`config.mk`:
```
export PLATFORM = sky130hd
export DESIGN_NAME = pid_velocity_servo_axis
export DESIGN_NICKNAME = d
export VERILOG_FILES = /design/src/rtl/core/pvs_pkg.sv /design/src/rtl/core/pid_velocity_servo_axis.sv /design/src/rtl/core/pvs_mul.sv /design/src/rtl/core/pvs_div.sv
export SDC_FILE = /design/constraint.sdc
export NUM_CORES = 2
export LEC_CHECK = 0
export BUFFER_PORTS_ARGS = -buffer_cell sky130_fd_sc_hd__buf_2
export CORE_MARGIN = 2
export CORE_UTILIZATION = 45
export CTS_CLUSTER_SIZE = 10
export DETAILED_ROUTE_END_ITERATION = 6
export GPL_TIMING_DRIVEN = 0
export PLACE_DENSITY = 0.6
export SLEW_MARGIN = 20
export SYNTH_ARGS = -nofsm -noshare
export SYNTH_HDL_FRONTEND = slang
export SYNTH_SLANG_ARGS = --single-unit
```
`constraint.sdc`:
```
create_clock -name clk -period 11.57 [get_ports clk]
set_clock_uncertainty 0.2 [all_clocks]
set_input_delay 0 -clock clk [delete_from_list [all_inputs] [get_ports clk]]
set_output_delay 0 -clock clk [all_outputs]
set_load 0.02 [all_outputs]
```
`src/rtl/core/pvs_pkg.sv`:
```
// ============================================================================
// pvs_pkg: shared types and constants of the velocity servo axis
// Holds number formats, register indexes, sequencer states and the
// saturation helpers that the datapath and the arithmetic units share.
// ============================================================================
package pvs_pkg;

    localparam int VALUE_WIDTH        = 32;
    localparam int TIME_FRACTION_BITS = 20;
    localparam int FRAC_BITS          = 16;
    localparam int PROD_WIDTH         = 2 * VALUE_WIDTH;
    localparam int WIDE_WIDTH         = VALUE_WIDTH + 2;
    localparam int DIVIDEND_WIDTH     = VALUE_WIDTH + TIME_FRACTION_BITS;
    localparam int DIV_COUNT_WIDTH    = $clog2(DIVIDEND_WIDTH + 1);
    localparam int CFG_INDEX_WIDTH    = 3;
    localparam int LIMIT_WIDTH        = VALUE_WIDTH - 1;

    // Smallest interval (in time units) of at least 100 us.
    localparam int DERIV_MIN_DT = (2 ** TIME_FRACTION_BITS + 9999) / 10000;

    typedef logic signed [VALUE_WIDTH-1:0] value_t;
    typedef logic signed [WIDE_WIDTH-1:0]  wide_t;
    typedef logic [TIME_FRACTION_BITS-1:0] dt_t;
    typedef logic [PROD_WIDTH-1:0]         prod_t;

    typedef enum logic [CFG_INDEX_WIDTH-1:0] {
        REG_SERVO_GAIN        = 3'd0,
        REG_INTEGRAL_FACTOR   = 3'd1,
        REG_FEEDFORWARD_SCALE = 3'd2,
        REG_DERIVATIVE_TIME   = 3'd3,
        REG_FRICTION_OFFSET   = 3'd4,
        REG_DRIVE_LIMIT       = 3'd5,
        REG_LOWER_LIMIT       = 3'd6,
        REG_UPPER_LIMIT       = 3'd7
    } cfg_reg_t;

    typedef enum logic {
        SHIFT_FRAC,
        SHIFT_TIME
    } mul_shift_t;

    typedef enum logic [3:0] {
        ST_IDLE,
        ST_START,
        ST_MUL_REF,
        ST_ADD_REF,
        ST_ERR,
        ST_MUL_INT,
        ST_ADD_INT,
        ST_MUL_DERIV,
        ST_DIV_START,
        ST_DIV_WAIT,
        ST_MUL_INTEG,
        ST_SUM,
        ST_MUL_GAIN,
        ST_GAIN_TERM,
        ST_VEL,
        ST_FRICTION
    } state_t;

    // Request to the iterative time divider.
    typedef struct packed {
        logic                   start;
        logic                   neg;
        logic [VALUE_WIDTH-1:0] magnitude;
        dt_t                    divisor;
    } div_req_t;

    // Saturate a wide signed sum to the value range.
    function automatic value_t sat_wide(input wide_t v);
        wide_t vmax;
        wide_t vmin;
        begin
            vmax = WIDE_WIDTH'((64'sd1 <<< (VALUE_WIDTH - 1)) - 64'sd1);
            vmin = -vmax - WIDE_WIDTH'(1);
            if (v > vmax)
                sat_wide = VALUE_WIDTH'(vmax);
            else if (v < vmin)
                sat_wide = VALUE_WIDTH'(vmin);
            else
                sat_wide = VALUE_WIDTH'(v);
        end
    endfunction

    // Turn a magnitude and sign into a saturated signed value.
    function automatic value_t from_mag(input prod_t m, input logic neg);
        prod_t lim;
        begin
            lim = prod_t'(1) << (VALUE_WIDTH - 1);
            if (neg)
                from_mag = (m > lim) ? value_t'(lim[VALUE_WIDTH-1:0])
                                     : -value_t'(m[VALUE_WIDTH-1:0]);
            else
                from_mag = (m > lim - prod_t'(1)) ? value_t'(lim[VALUE_WIDTH-1:0] - 1'b1)
                                                  : value_t'(m[VALUE_WIDTH-1:0]);
        end
    endfunction

    // Absolute value as an unsigned word (the most negative value fits).
    function automatic logic [VALUE_WIDTH-1:0] magnitude(input value_t v);
        begin
            magnitude = v[VALUE_WIDTH-1] ? (~v + 1'b1) : v;
        end
    endfunction

endpackage

```
`src/rtl/core/pid_velocity_servo_axis.sv`:
```
// ============================================================================
// pid_velocity_servo_axis: single-axis velocity servo with PI-D correction
// Position reference, error integral, derivative, feedforward, friction
// offset, drive clamp and position range flag, on one shared multiplier.
// ============================================================================
// Usage: one instance per axis. Samples arrive on the in_* channel
// (valid/ready); each accepted transaction yields exactly one result
// transaction on the out_* channel. operation 1 loads the position and
// marks the axis homed; operation 0 is a control sample.
// Configuration registers are written through cfg_valid/cfg_index/cfg_data
// (cfg_ready is always high). The user must write them only while no sample
// is in flight; the block itself does not enforce this.
// A load or an undriven sample goes from the start state straight to the
// friction step and the output register. A driven sample steps through the
// shared multiplier, plus the one-bit-per-cycle time divider (52 quotient
// bits) when the derivative runs. The first sample runs with a zero
// interval and never uses the divider.
// One sample is processed at a time; in_ready is high only when the
// sequencer is idle. The result waits in an output register while the
// receiver stalls; the next sample is accepted meanwhile and finishes up
// to its last step, where it holds until the output register frees.
// Reset clears the servo state and loads the configuration defaults.
// ============================================================================
module pid_velocity_servo_axis
(
    input  logic                                  clk,
    input  logic                                  rst_n,
    input  logic                                  in_valid,
    output logic                                  in_ready,
    input  logic                                  operation,
    input  logic signed [pvs_pkg::VALUE_WIDTH-1:0] measured_position,
    input  logic signed [pvs_pkg::VALUE_WIDTH-1:0] velocity_setpoint,
    input  logic [pvs_pkg::TIME_FRACTION_BITS-1:0] elapsed_time,
    input  logic                                  axis_driven,
    output logic                                  out_valid,
    input  logic                                  out_ready,
    output logic signed [pvs_pkg::VALUE_WIDTH-1:0] drive_velocity,
    output logic                                  position_out_of_range,
    output logic                                  drive_saturated,
    input  logic                                  cfg_valid,
    output logic                                  cfg_ready,
    input  logic [pvs_pkg::CFG_INDEX_WIDTH-1:0]   cfg_index,
    input  logic [pvs_pkg::VALUE_WIDTH-1:0]       cfg_data
);

    localparam int VW = pvs_pkg::VALUE_WIDTH;
    localparam int WW = pvs_pkg::WIDE_WIDTH;
    localparam int LW = pvs_pkg::LIMIT_WIDTH;

    pvs_pkg::state_t state_reg, state_next;

    // Configuration registers.
    pvs_pkg::value_t gain_reg, ifac_reg, ffwd_reg, dtime_reg, fric_reg;
    pvs_pkg::value_t lower_reg, upper_reg;
    logic [LW-1:0]   limit_reg;

    // Servo state.
    pvs_pkg::value_t ref_reg,   ref_next;
    pvs_pkg::value_t integ_reg, integ_next;
    pvs_pkg::value_t last_reg,  last_next;
    logic            started_reg, started_next;
    logic            homed_reg,   homed_next;

    // Sample and working registers.
    logic            op_reg;
    logic            driven_reg;
    pvs_pkg::value_t meas_reg, setp_reg;
    pvs_pkg::dt_t    dt_reg,    dt_next;
    pvs_pkg::value_t err_reg,   err_next;
    pvs_pkg::value_t deriv_reg, deriv_next;
    pvs_pkg::value_t sum_reg,   sum_next;
    pvs_pkg::value_t gterm_reg, gterm_next;
    pvs_pkg::value_t vel_reg,   vel_next;
    logic            oor_reg,   oor_next;

    // Output register.
    logic            out_valid_reg, out_valid_next;
    pvs_pkg::value_t out_vel_reg,   out_vel_next;
    logic            out_oor_reg,   out_oor_next;
    logic            out_sat_reg,   out_sat_next;

    // Shared units.
    pvs_pkg::value_t     mul_a, mul_b, mul_res;
    pvs_pkg::mul_shift_t mul_shift;
    pvs_pkg::div_req_t   div_req;
    logic                div_done;
    pvs_pkg::value_t     div_res;

    logic            in_fire;
    pvs_pkg::value_t pos_diff;
    pvs_pkg::value_t fric_sum;
    pvs_pkg::wide_t  lim_wide;
    pvs_pkg::wide_t  vel_wide;

    assign in_ready  = (state_reg == pvs_pkg::ST_IDLE);
    assign in_fire   = in_valid && in_ready;
    assign cfg_ready = 1'b1;

    pvs_mul u_mul
    (
        .clk       (clk),
        .op_a      (mul_a),
        .op_b      (mul_b),
        .shift_sel (mul_shift),
        .result    (mul_res)
    );

    pvs_div u_div
    (
        .clk      (clk),
        .rst_n    (rst_n),
        .req      (div_req),
        .done     (div_done),
        .quotient (div_res)
    );

    // Configuration writes.
    always_ff @(posedge clk or negedge rst_n)
    begin
        if (!rst_n)
        begin
            gain_reg  <= '0;
            ifac_reg  <= '0;
            ffwd_reg  <= '0;
            dtime_reg <= '0;
            fric_reg  <= '0;
            limit_reg <= '1;
            lower_reg <= {1'b1, {(VW-1){1'b0}}};
            upper_reg <= {1'b0, {(VW-1){1'b1}}};
        end
        else if (cfg_valid)
        begin
            unique case (pvs_pkg::cfg_reg_t'(cfg_index))
                pvs_pkg::REG_SERVO_GAIN:        gain_reg  <= cfg_data;
                pvs_pkg::REG_INTEGRAL_FACTOR:   ifac_reg  <= cfg_data;
                pvs_pkg::REG_FEEDFORWARD_SCALE: ffwd_reg  <= cfg_data;
                pvs_pkg::REG_DERIVATIVE_TIME:   dtime_reg <= cfg_data;
                pvs_pkg::REG_FRICTION_OFFSET:   fric_reg  <= cfg_data;
                pvs_pkg::REG_DRIVE_LIMIT:       limit_reg <= cfg_data[LW-1:0];
                pvs_pkg::REG_LOWER_LIMIT:       lower_reg <= cfg_data;
                pvs_pkg::REG_UPPER_LIMIT:       upper_reg <= cfg_data;
                default:                        gain_reg  <= gain_reg;
            endcase
        end
    end

    // Control and servo state.
    always_ff @(posedge clk or negedge rst_n)
    begin
        if (!rst_n)
        begin
            state_reg     <= pvs_pkg::ST_IDLE;
            ref_reg       <= '0;
            integ_reg     <= '0;
            last_reg      <= '0;
            started_reg   <= 1'b0;
            homed_reg     <= 1'b0;
            out_valid_reg <= 1'b0;
        end
        else
        begin
            state_reg     <= state_next;
            ref_reg       <= ref_next;
            integ_reg     <= integ_next;
            last_reg      <= last_next;
            started_reg   <= started_next;
            homed_reg     <= homed_next;
            out_valid_reg <= out_valid_next;
        end
    end

    // Payload registers.
    always_ff @(posedge clk)
    begin
        if (in_fire)
        begin
            op_reg     <= operation;
            driven_reg <= axis_driven;
            meas_reg   <= measured_position;
            setp_reg   <= velocity_setpoint;
        end
        dt_reg      <= in_fire ? elapsed_time : dt_next;
        err_reg     <= err_next;
        deriv_reg   <= deriv_next;
        sum_reg     <= sum_next;
        gterm_reg   <= gterm_next;
        vel_reg     <= vel_next;
        oor_reg     <= oor_next;
        out_vel_reg <= out_vel_next;
        out_oor_reg <= out_oor_next;
        out_sat_reg <= out_sat_next;
    end

    // Helpers for the difference, friction and clamp steps.
    always_comb
    begin
        pos_diff = pvs_pkg::sat_wide(WW'(meas_reg) - WW'(last_reg));
        if (last_reg < meas_reg)
            fric_sum = pvs_pkg::sat_wide(WW'(vel_reg) + WW'(fric_reg));
        else if (last_reg > meas_reg)
            fric_sum = pvs_pkg::sat_wide(WW'(vel_reg) - WW'(fric_reg));
        else if (vel_reg < 0)
            fric_sum = pvs_pkg::sat_wide(WW'(vel_reg) - WW'(fric_reg));
        else
            fric_sum = pvs_pkg::sat_wide(WW'(vel_reg) + WW'(fric_reg));
        lim_wide = pvs_pkg::wide_t'({1'b0, limit_reg});
        vel_wide = WW'(fric_sum);
    end

    // Sequencer: next state, datapath updates and shared unit operands.
    always_comb
    begin
        state_next     = state_reg;
        ref_next       = ref_reg;
        integ_next     = integ_reg;
        last_next      = last_reg;
        started_next   = started_reg;
        homed_next     = homed_reg;
        dt_next        = dt_reg;
        err_next       = err_reg;
        deriv_next     = deriv_reg;
        sum_next       = sum_reg;
        gterm_next     = gterm_reg;
        vel_next       = vel_reg;
        oor_next       = oor_reg;
        out_valid_next = out_valid_reg && !out_ready;
        out_vel_next   = out_vel_reg;
        out_oor_next   = out_oor_reg;
        out_sat_next   = out_sat_reg;
        mul_a          = pvs_pkg::value_t'({{(VW-pvs_pkg::TIME_FRACTION_BITS){1'b0}}, dt_reg});
        mul_b          = setp_reg;
        mul_shift      = pvs_pkg::SHIFT_TIME;
        div_req        = '0;

        unique case (state_reg)
            pvs_pkg::ST_IDLE:
            begin
                if (in_fire)
                    state_next = pvs_pkg::ST_START;
            end

            // Range check, load operation and first sample setup.
            pvs_pkg::ST_START:
            begin
                oor_next   = homed_reg && (meas_reg < lower_reg || meas_reg > upper_reg);
                vel_next   = '0;
                deriv_next = '0;
                if (op_reg)
                begin
                    ref_next   = meas_reg;
                    last_next  = meas_reg;
                    homed_next = 1'b1;
                    oor_next   = 1'b0;
                    state_next = pvs_pkg::ST_FRICTION;
                end
                else
                begin
                    if (!started_reg)
                    begin
                        dt_next      = '0;
                        ref_next     = meas_reg;
                        last_next    = meas_reg;
                        started_next = 1'b1;
                    end
                    state_next = driven_reg ? pvs_pkg::ST_MUL_REF : pvs_pkg::ST_FRICTION;
                end
            end

            pvs_pkg::ST_MUL_REF:
            begin
                state_next = pvs_pkg::ST_ADD_REF;
            end

            pvs_pkg::ST_ADD_REF:
            begin
                ref_next   = pvs_pkg::sat_wide(WW'(ref_reg) + WW'(mul_res));
                state_next = pvs_pkg::ST_ERR;
            end

            pvs_pkg::ST_ERR:
            begin
                err_next   = pvs_pkg::sat_wide(WW'(ref_reg) - WW'(meas_reg));
                state_next = pvs_pkg::ST_MUL_INT;
            end

            pvs_pkg::ST_MUL_INT:
            begin
                mul_b      = err_reg;
                state_next = pvs_pkg::ST_ADD_INT;
            end

            pvs_pkg::ST_ADD_INT:
            begin
                integ_next = pvs_pkg::sat_wide(WW'(integ_reg) + WW'(mul_res));
                state_next = pvs_pkg::ST_MUL_DERIV;
            end

            pvs_pkg::ST_MUL_DERIV:
            begin
                mul_a      = dtime_reg;
                mul_b      = pos_diff;
                mul_shift  = pvs_pkg::SHIFT_FRAC;
                state_next = pvs_pkg::ST_DIV_START;
            end

            // Derivative only for intervals of at least 100 us.
            pvs_pkg::ST_DIV_START:
            begin
                if (dt_reg >= pvs_pkg::dt_t'(pvs_pkg::DERIV_MIN_DT))
                begin
                    div_req.start     = 1'b1;
                    div_req.neg       = mul_res[VW-1];
                    div_req.magnitude = pvs_pkg::magnitude(mul_res);
                    div_req.divisor   = dt_reg;
                    state_next        = pvs_pkg::ST_DIV_WAIT;
                end
                else
                begin
                    state_next = pvs_pkg::ST_MUL_INTEG;
                end
            end

            pvs_pkg::ST_DIV_WAIT:
            begin
                if (div_done)
                begin
                    deriv_next = div_res;
                    state_next = pvs_pkg::ST_MUL_INTEG;
                end
            end

            pvs_pkg::ST_MUL_INTEG:
            begin
                mul_a      = ifac_reg;
                mul_b      = integ_reg;
                mul_shift  = pvs_pkg::SHIFT_FRAC;
                state_next = pvs_pkg::ST_SUM;
            end

            pvs_pkg::ST_SUM:
            begin
                sum_next   = pvs_pkg::sat_wide(WW'(err_reg) + WW'(mul_res) + WW'(deriv_reg));
                state_next = pvs_pkg::ST_MUL_GAIN;
            end

            pvs_pkg::ST_MUL_GAIN:
            begin
                mul_a      = gain_reg;
                mul_b      = sum_reg;
                mul_shift  = pvs_pkg::SHIFT_FRAC;
                state_next = pvs_pkg::ST_GAIN_TERM;
            end

            // Capture the gain term and start the feedforward product.
            pvs_pkg::ST_GAIN_TERM:
            begin
                gterm_next = mul_res;
                mul_a      = ffwd_reg;
                mul_b      = setp_reg;
                mul_shift  = pvs_pkg::SHIFT_FRAC;
                state_next = pvs_pkg::ST_VEL;
            end

            pvs_pkg::ST_VEL:
            begin
                vel_next   = pvs_pkg::sat_wide(WW'(gterm_reg) + WW'(mul_res));
                state_next = pvs_pkg::ST_FRICTION;
            end

            // Friction offset, clamp and hand-off to the output register.
            default:
            begin
                if (!out_valid_reg || out_ready)
                begin
                    out_valid_next = 1'b1;
                    out_oor_next   = oor_reg;
                    out_sat_next   = 1'b0;
                    out_vel_next   = '0;
                    if (!op_reg)
                        last_next = meas_reg;
                    if (!op_reg && driven_reg)
                    begin
                        if (vel_wide < -lim_wide)
                        begin
                            out_vel_next = VW'(-lim_wide);
                            out_sat_next = 1'b1;
                        end
                        else if (vel_wide > lim_wide)
                        begin
                            out_vel_next = VW'(lim_wide);
                            out_sat_next = 1'b1;
                        end
                        else
                        begin
                            out_vel_next = fric_sum;
                        end
                    end
                    state_next = pvs_pkg::ST_IDLE;
                end
            end
        endcase
    end

    assign out_valid             = out_valid_reg;
    assign drive_velocity        = out_vel_reg;
    assign position_out_of_range = out_oor_reg;
    assign drive_saturated       = out_sat_reg;

endmodule

```
`src/rtl/core/pvs_mul.sv`:
```
// ============================================================================
// pvs_mul: shared sign-magnitude multiplier
// Multiplies two values, registers the product, then shifts it right by
// the selected fraction width with truncation toward zero and saturation.
// ============================================================================
module pvs_mul
(
    input  logic                clk,
    input  pvs_pkg::value_t     op_a,
    input  pvs_pkg::value_t     op_b,
    input  pvs_pkg::mul_shift_t shift_sel,
    output pvs_pkg::value_t     result
);

    pvs_pkg::prod_t      prod_reg;
    logic                neg_reg;
    pvs_pkg::mul_shift_t shift_reg;
    pvs_pkg::prod_t      shifted;

    // Product register between the multiplier and the shifter.
    always_ff @(posedge clk)
    begin
        prod_reg  <= pvs_pkg::prod_t'(pvs_pkg::magnitude(op_a))
                   * pvs_pkg::prod_t'(pvs_pkg::magnitude(op_b));
        neg_reg   <= op_a[pvs_pkg::VALUE_WIDTH-1] ^ op_b[pvs_pkg::VALUE_WIDTH-1];
        shift_reg <= shift_sel;
    end

    // Rescale and saturate.
    always_comb
    begin
        unique case (shift_reg)
            pvs_pkg::SHIFT_TIME: shifted = prod_reg >> pvs_pkg::TIME_FRACTION_BITS;
            default:             shifted = prod_reg >> pvs_pkg::FRAC_BITS;
        endcase
        result = pvs_pkg::from_mag(shifted, neg_reg);
    end

endmodule

```
`src/rtl/core/pvs_div.sv`:
```
// ============================================================================
// pvs_div: iterative time divider
// Computes (magnitude << TIME_FRACTION_BITS) / divisor one quotient bit
// per cycle with a restoring step, then signs and saturates the result.
// ============================================================================
module pvs_div
(
    input  logic              clk,
    input  logic              rst_n,
    input  pvs_pkg::div_req_t req,
    output logic              done,
    output pvs_pkg::value_t   quotient
);

    localparam int DW = pvs_pkg::DIVIDEND_WIDTH;
    localparam int VW = pvs_pkg::VALUE_WIDTH;
    localparam int TW = pvs_pkg::TIME_FRACTION_BITS;
    localparam int CW = pvs_pkg::DIV_COUNT_WIDTH;

    logic                  busy_reg,    busy_next;
    logic                  done_reg,    done_next;
    logic [CW-1:0]         count_reg,   count_next;
    logic [DW-1:0]         dividend_reg, dividend_next;
    logic [TW-1:0]         rem_reg,     rem_next;
    logic [VW:0]           quot_reg,    quot_next;
    logic                  ovf_reg,     ovf_next;
    logic                  neg_reg,     neg_next;
    pvs_pkg::dt_t          divisor_reg, divisor_next;
    logic [TW:0]           trial;
    logic                  fits;

    // Control state.
    always_ff @(posedge clk or negedge rst_n)
    begin
        if (!rst_n)
        begin
            busy_reg  <= 1'b0;
            done_reg  <= 1'b0;
            count_reg <= '0;
        end
        else
        begin
            busy_reg  <= busy_next;
            done_reg  <= done_next;
            count_reg <= count_next;
        end
    end

    // Working registers.
    always_ff @(posedge clk)
    begin
        dividend_reg <= dividend_next;
        rem_reg      <= rem_next;
        quot_reg     <= quot_next;
        ovf_reg      <= ovf_next;
        neg_reg      <= neg_next;
        divisor_reg  <= divisor_next;
    end

    // One restoring step per cycle.
    always_comb
    begin
        busy_next     = busy_reg;
        done_next     = 1'b0;
        count_next    = count_reg;
        dividend_next = dividend_reg;
        rem_next      = rem_reg;
        quot_next     = quot_reg;
        ovf_next      = ovf_reg;
        neg_next      = neg_reg;
        divisor_next  = divisor_reg;
        trial         = {rem_reg, dividend_reg[DW-1]};
        fits          = trial >= {1'b0, divisor_reg};
        if (req.start)
        begin
            busy_next     = 1'b1;
            count_next    = CW'(DW);
            dividend_next = {req.magnitude, TW'(0)};
            rem_next      = '0;
            quot_next     = '0;
            ovf_next      = 1'b0;
            neg_next      = req.neg;
            divisor_next  = req.divisor;
        end
        else if (busy_reg)
        begin
            dividend_next = dividend_reg << 1;
            rem_next      = fits ? TW'(trial - {1'b0, divisor_reg}) : trial[TW-1:0];
            quot_next     = {quot_reg[VW-1:0], fits};
            ovf_next      = ovf_reg | quot_reg[VW];
            count_next    = count_reg - 1'b1;
            if (count_reg == CW'(1))
            begin
                busy_next = 1'b0;
                done_next = 1'b1;
            end
        end
    end

    assign done     = done_reg;
    assign quotient = pvs_pkg::from_mag(ovf_reg ? '1 : pvs_pkg::prod_t'(quot_reg), neg_reg);

endmodule

```
==> impl_metrics.tcl <==
set metrics [dict create \
    synth_area_leaders "fa_1, edfxtp_1, ha_1" \
    finalInstanceArea_um2 105000 \
    wl_met2_um 154000 \
    worst_path_max_delay_cell "fa_2" \
    ios 163 \
    clkSinkCount 804 \
    multiInputGateArea_um2 61900 \
    drv_slew 0 \
    antenna_left 0 \
    hold_slack_ns 0.0625 \
    crit_required_ns 12.00 \
    cts-root-buf "clkbuf_16" \
    outcome "complete, but fails checks" \
    seq_area_um2 21300 \
    timing.fmax_mhz 79.8 \
    drc_errors 30 \
    synth-edff-count 334 \
    setup_viol 35 \
    vias 78000 \
    ys.flop_type "edfxtp_1" \
    htree_levels 3 \
    initial_utilization_pct 45.3 \
    area_growth_syn_to_layout_pct 20.6 \
    hold_violations 0 \
    reg2reg_to "u_mul.prod_reg[46]" \
    grt_max_degree 99 \
    cpMostUsedCell "fa_1" \
    startpoint_type "flop" \
    grt_pass1_wl_um 522000 \
    cts_tree "yes" \
    syn_nets 11400 \
    grt_remaining_overflow 0 \
    post-dp-hpwl_um 286000 \
    relSlewSlack_pct 14.4 \
    layout-drive-gt1-share_pct 15.4 \
    post-synth-top-area-cell "fa_1" \
    met1_length_um 146000 \
    rsz0062_at_grt "true" \
    cp.arrival_ns 12.96 \
    dieArea_um2 197000 \
    yosysSeqAreaShare_pct 24.5 \
    routed.top_layer "met5" \
    clk_latency_ns 0.80 \
    die_x_um 444 \
    ff2ff_setup_slack_ns -0.96 \
    syn_inst 9682 \
    yosys_warnings 0 \
    period_minus_slack_ns 12.53 \
    routed_wl_um 366000 \
    synth_top_area_share_pct 21.5 \
    fillers 17300 \
    path_class "reg2reg" \
    die_y_um 444 \
    core_area_um2 193000 \
    synth_seq_cells 804 \
    antenna_found_initial 47 \
    drt_iter0_drc 9485 \
    netlist_area_um2 87200 \
    synthArstFlopShare_pct 45.5 \
    cpPeakStageDelay_ns 0.58 \
    worstSetupEndpointType "flop" \
    io_buffer_count 159 \
    path_clk_slew_ns 0.06 \
    nets 12300 \
    yosysMostFrequentCell "inv_1" \
    firstDrtPassIters 7 \
    min_delay_path_depth 3 \
    hp-start "cfg_data[26]" \
    synth_top_cells_by_count "inv_1, nand2_1, fa_1, nor2_1, ha_1" \
    yosysUniqueCellTypes 105 \
    largest_register_ff_count 48 \
    r2r_start "meas_reg[1]" \
    hold_end "lower_reg[26]" \
    drt-wirelength-per-cell_um 27.7 \
    numCtsBuffers 102 \
    fin_crit_sh_pct 108 \
    clock_path_buffers 3 \
    grt_pass1_vias 75800 \
    reg2reg_depth 55 \
    tightest_slew_ns 1.28 \
    viasPerCell 5.91 \
    worst-path-max-fanout 10 \
    syn_avg_cell_area_um2 9.01 \
    rows 161 \
    grt.total_usage_pct 36.5 \
    violations "design-rule violations, negative setup slack" \
    worst_slack_ns -0.961 \
    place_area_um2 92500 \
    max_cap_viol_count 0 \
    hp-class "in2reg" \
    routabilityCongestion 1.07 \
    route.met3.wl_um 43500 \
]
[worst max path at each step]
stage | from | slack [ns] | cells after the start | to
after detailed placement | meas_reg[0] | -3.99 | 48 | u_mul.prod_reg[56]
after CTS | meas_reg[0] | -0.55 | 49 | u_mul.prod_reg[56]
final | meas_reg[1] | -0.96 | 55 | u_mul.prod_reg[46]
after global routing | meas_reg[0] | -1.11 | 55 | u_mul.prod_reg[46]
after floorplan | meas_reg[6] | 0.004 | 52 | u_mul.prod_reg[56]
after global placement | meas_reg[0] | -4.33 | 47 | u_mul.prod_reg[56]
[cell usage in the layout, fill, tap and decap left out, drive strengths merged, types with 46 or more instances in the layout]
master and n:
a211oi 48, a21o 163, a21oi 506, a22oi 78
a31oi 48, and2 104, and3 73, buf 582
clkbuf 486, dfrtp 303, dfstp 63, dfxtp 104
dlygate4sd3 285, edfxtp 334, fa 936, ha 673
inv 1544, mux2 229, mux2i 114, nand2 1042
nand2b 104, nand3 133, nand4 62, nor2 814
nor2b 87, nor3 115, o21a 51, o21ai 498
o31ai 46, or3 50, xnor2 259, xor2 164
[critical path, delay by kind of cell, from the launching register on]
kind / cells / cell delay [ns]
AOI/OAI and AO/OA: 15 / 2.70
DFF: 1 / 0.48
xor gates and xnor gates: 2 / 0.48
and+or+nand+nor: 14 / 2.25
adders and majority gates: 11 / 4.73
buffers and inverters: 13 / 1.58
[cells by family after synthesis]
| group | Yosys count | share of synthesized area, % |
|---|---|---|
| buffers and inverters | 1970 | 8.55 |
| AND/OR/NAND/NOR | 2717 | 14.1 |
| flip-flops | 804 | 24.5 |
| XOR/XNOR | 423 | 4.26 |
| AO/OA/AOI/OAI | 1803 | 13.1 |
| adder cells (fa/ha/maj) | 1621 | 31.3 |
| other | 1 | 0.00430 |
| multiplexers | 343 | 4.27 |
[metal layers]
layer | up-vias | track usage, %
li1 | 33700 | -
met1 | 39000 | 49.5
met2 | 4275 | 53.2
met3 | 937 | 10.2
met4 | 16 | 18.6
met5 | - | 0
[timing repair]
action / CTS / global route
hold buffers: 286 / 0
setup endpoints to repair: 48 / 62
gates cloned: 2 / 0
hold endpoints to repair: 672 / 0
pin swaps: 165 / 105
resized for setup: 618 / 301
setup buffers: 193 / 93
[area by class of cell]
class | instances | share of cell area (%)
antenna | 30 | 0.0714
tap | 2526 | 3.01
sequential | 804 | 20.3
multi-input combinational | 6909 | 58.8
timing repair buffer | 786 | 6.70
buffer | 410 | 2.32
clock buffer | 161 | 2.76
inverter | 1545 | 5.53
clock inverter | 30 | 0.460
[per-stage QoR]
step | util (%) | setup WS, ns | TNS, ns | std cells
floorplan | - | 0.00421 | 0 | 9682
global placement | 47.4 | -4.33 | -179.84 | 12400
detailed placement | 48.0 | -3.99 | -150.58 | 12400
CTS | 53.6 | -0.554 | -11.21 | 13100
global route | 54.6 | -1.11 | -28.11 | 13200
finish | 54.6 | -0.961 | -20.64 | 13200
Power is not shown: default switching activity piles up to over one toggle a cycle in this logic, so the estimate is an artifact.
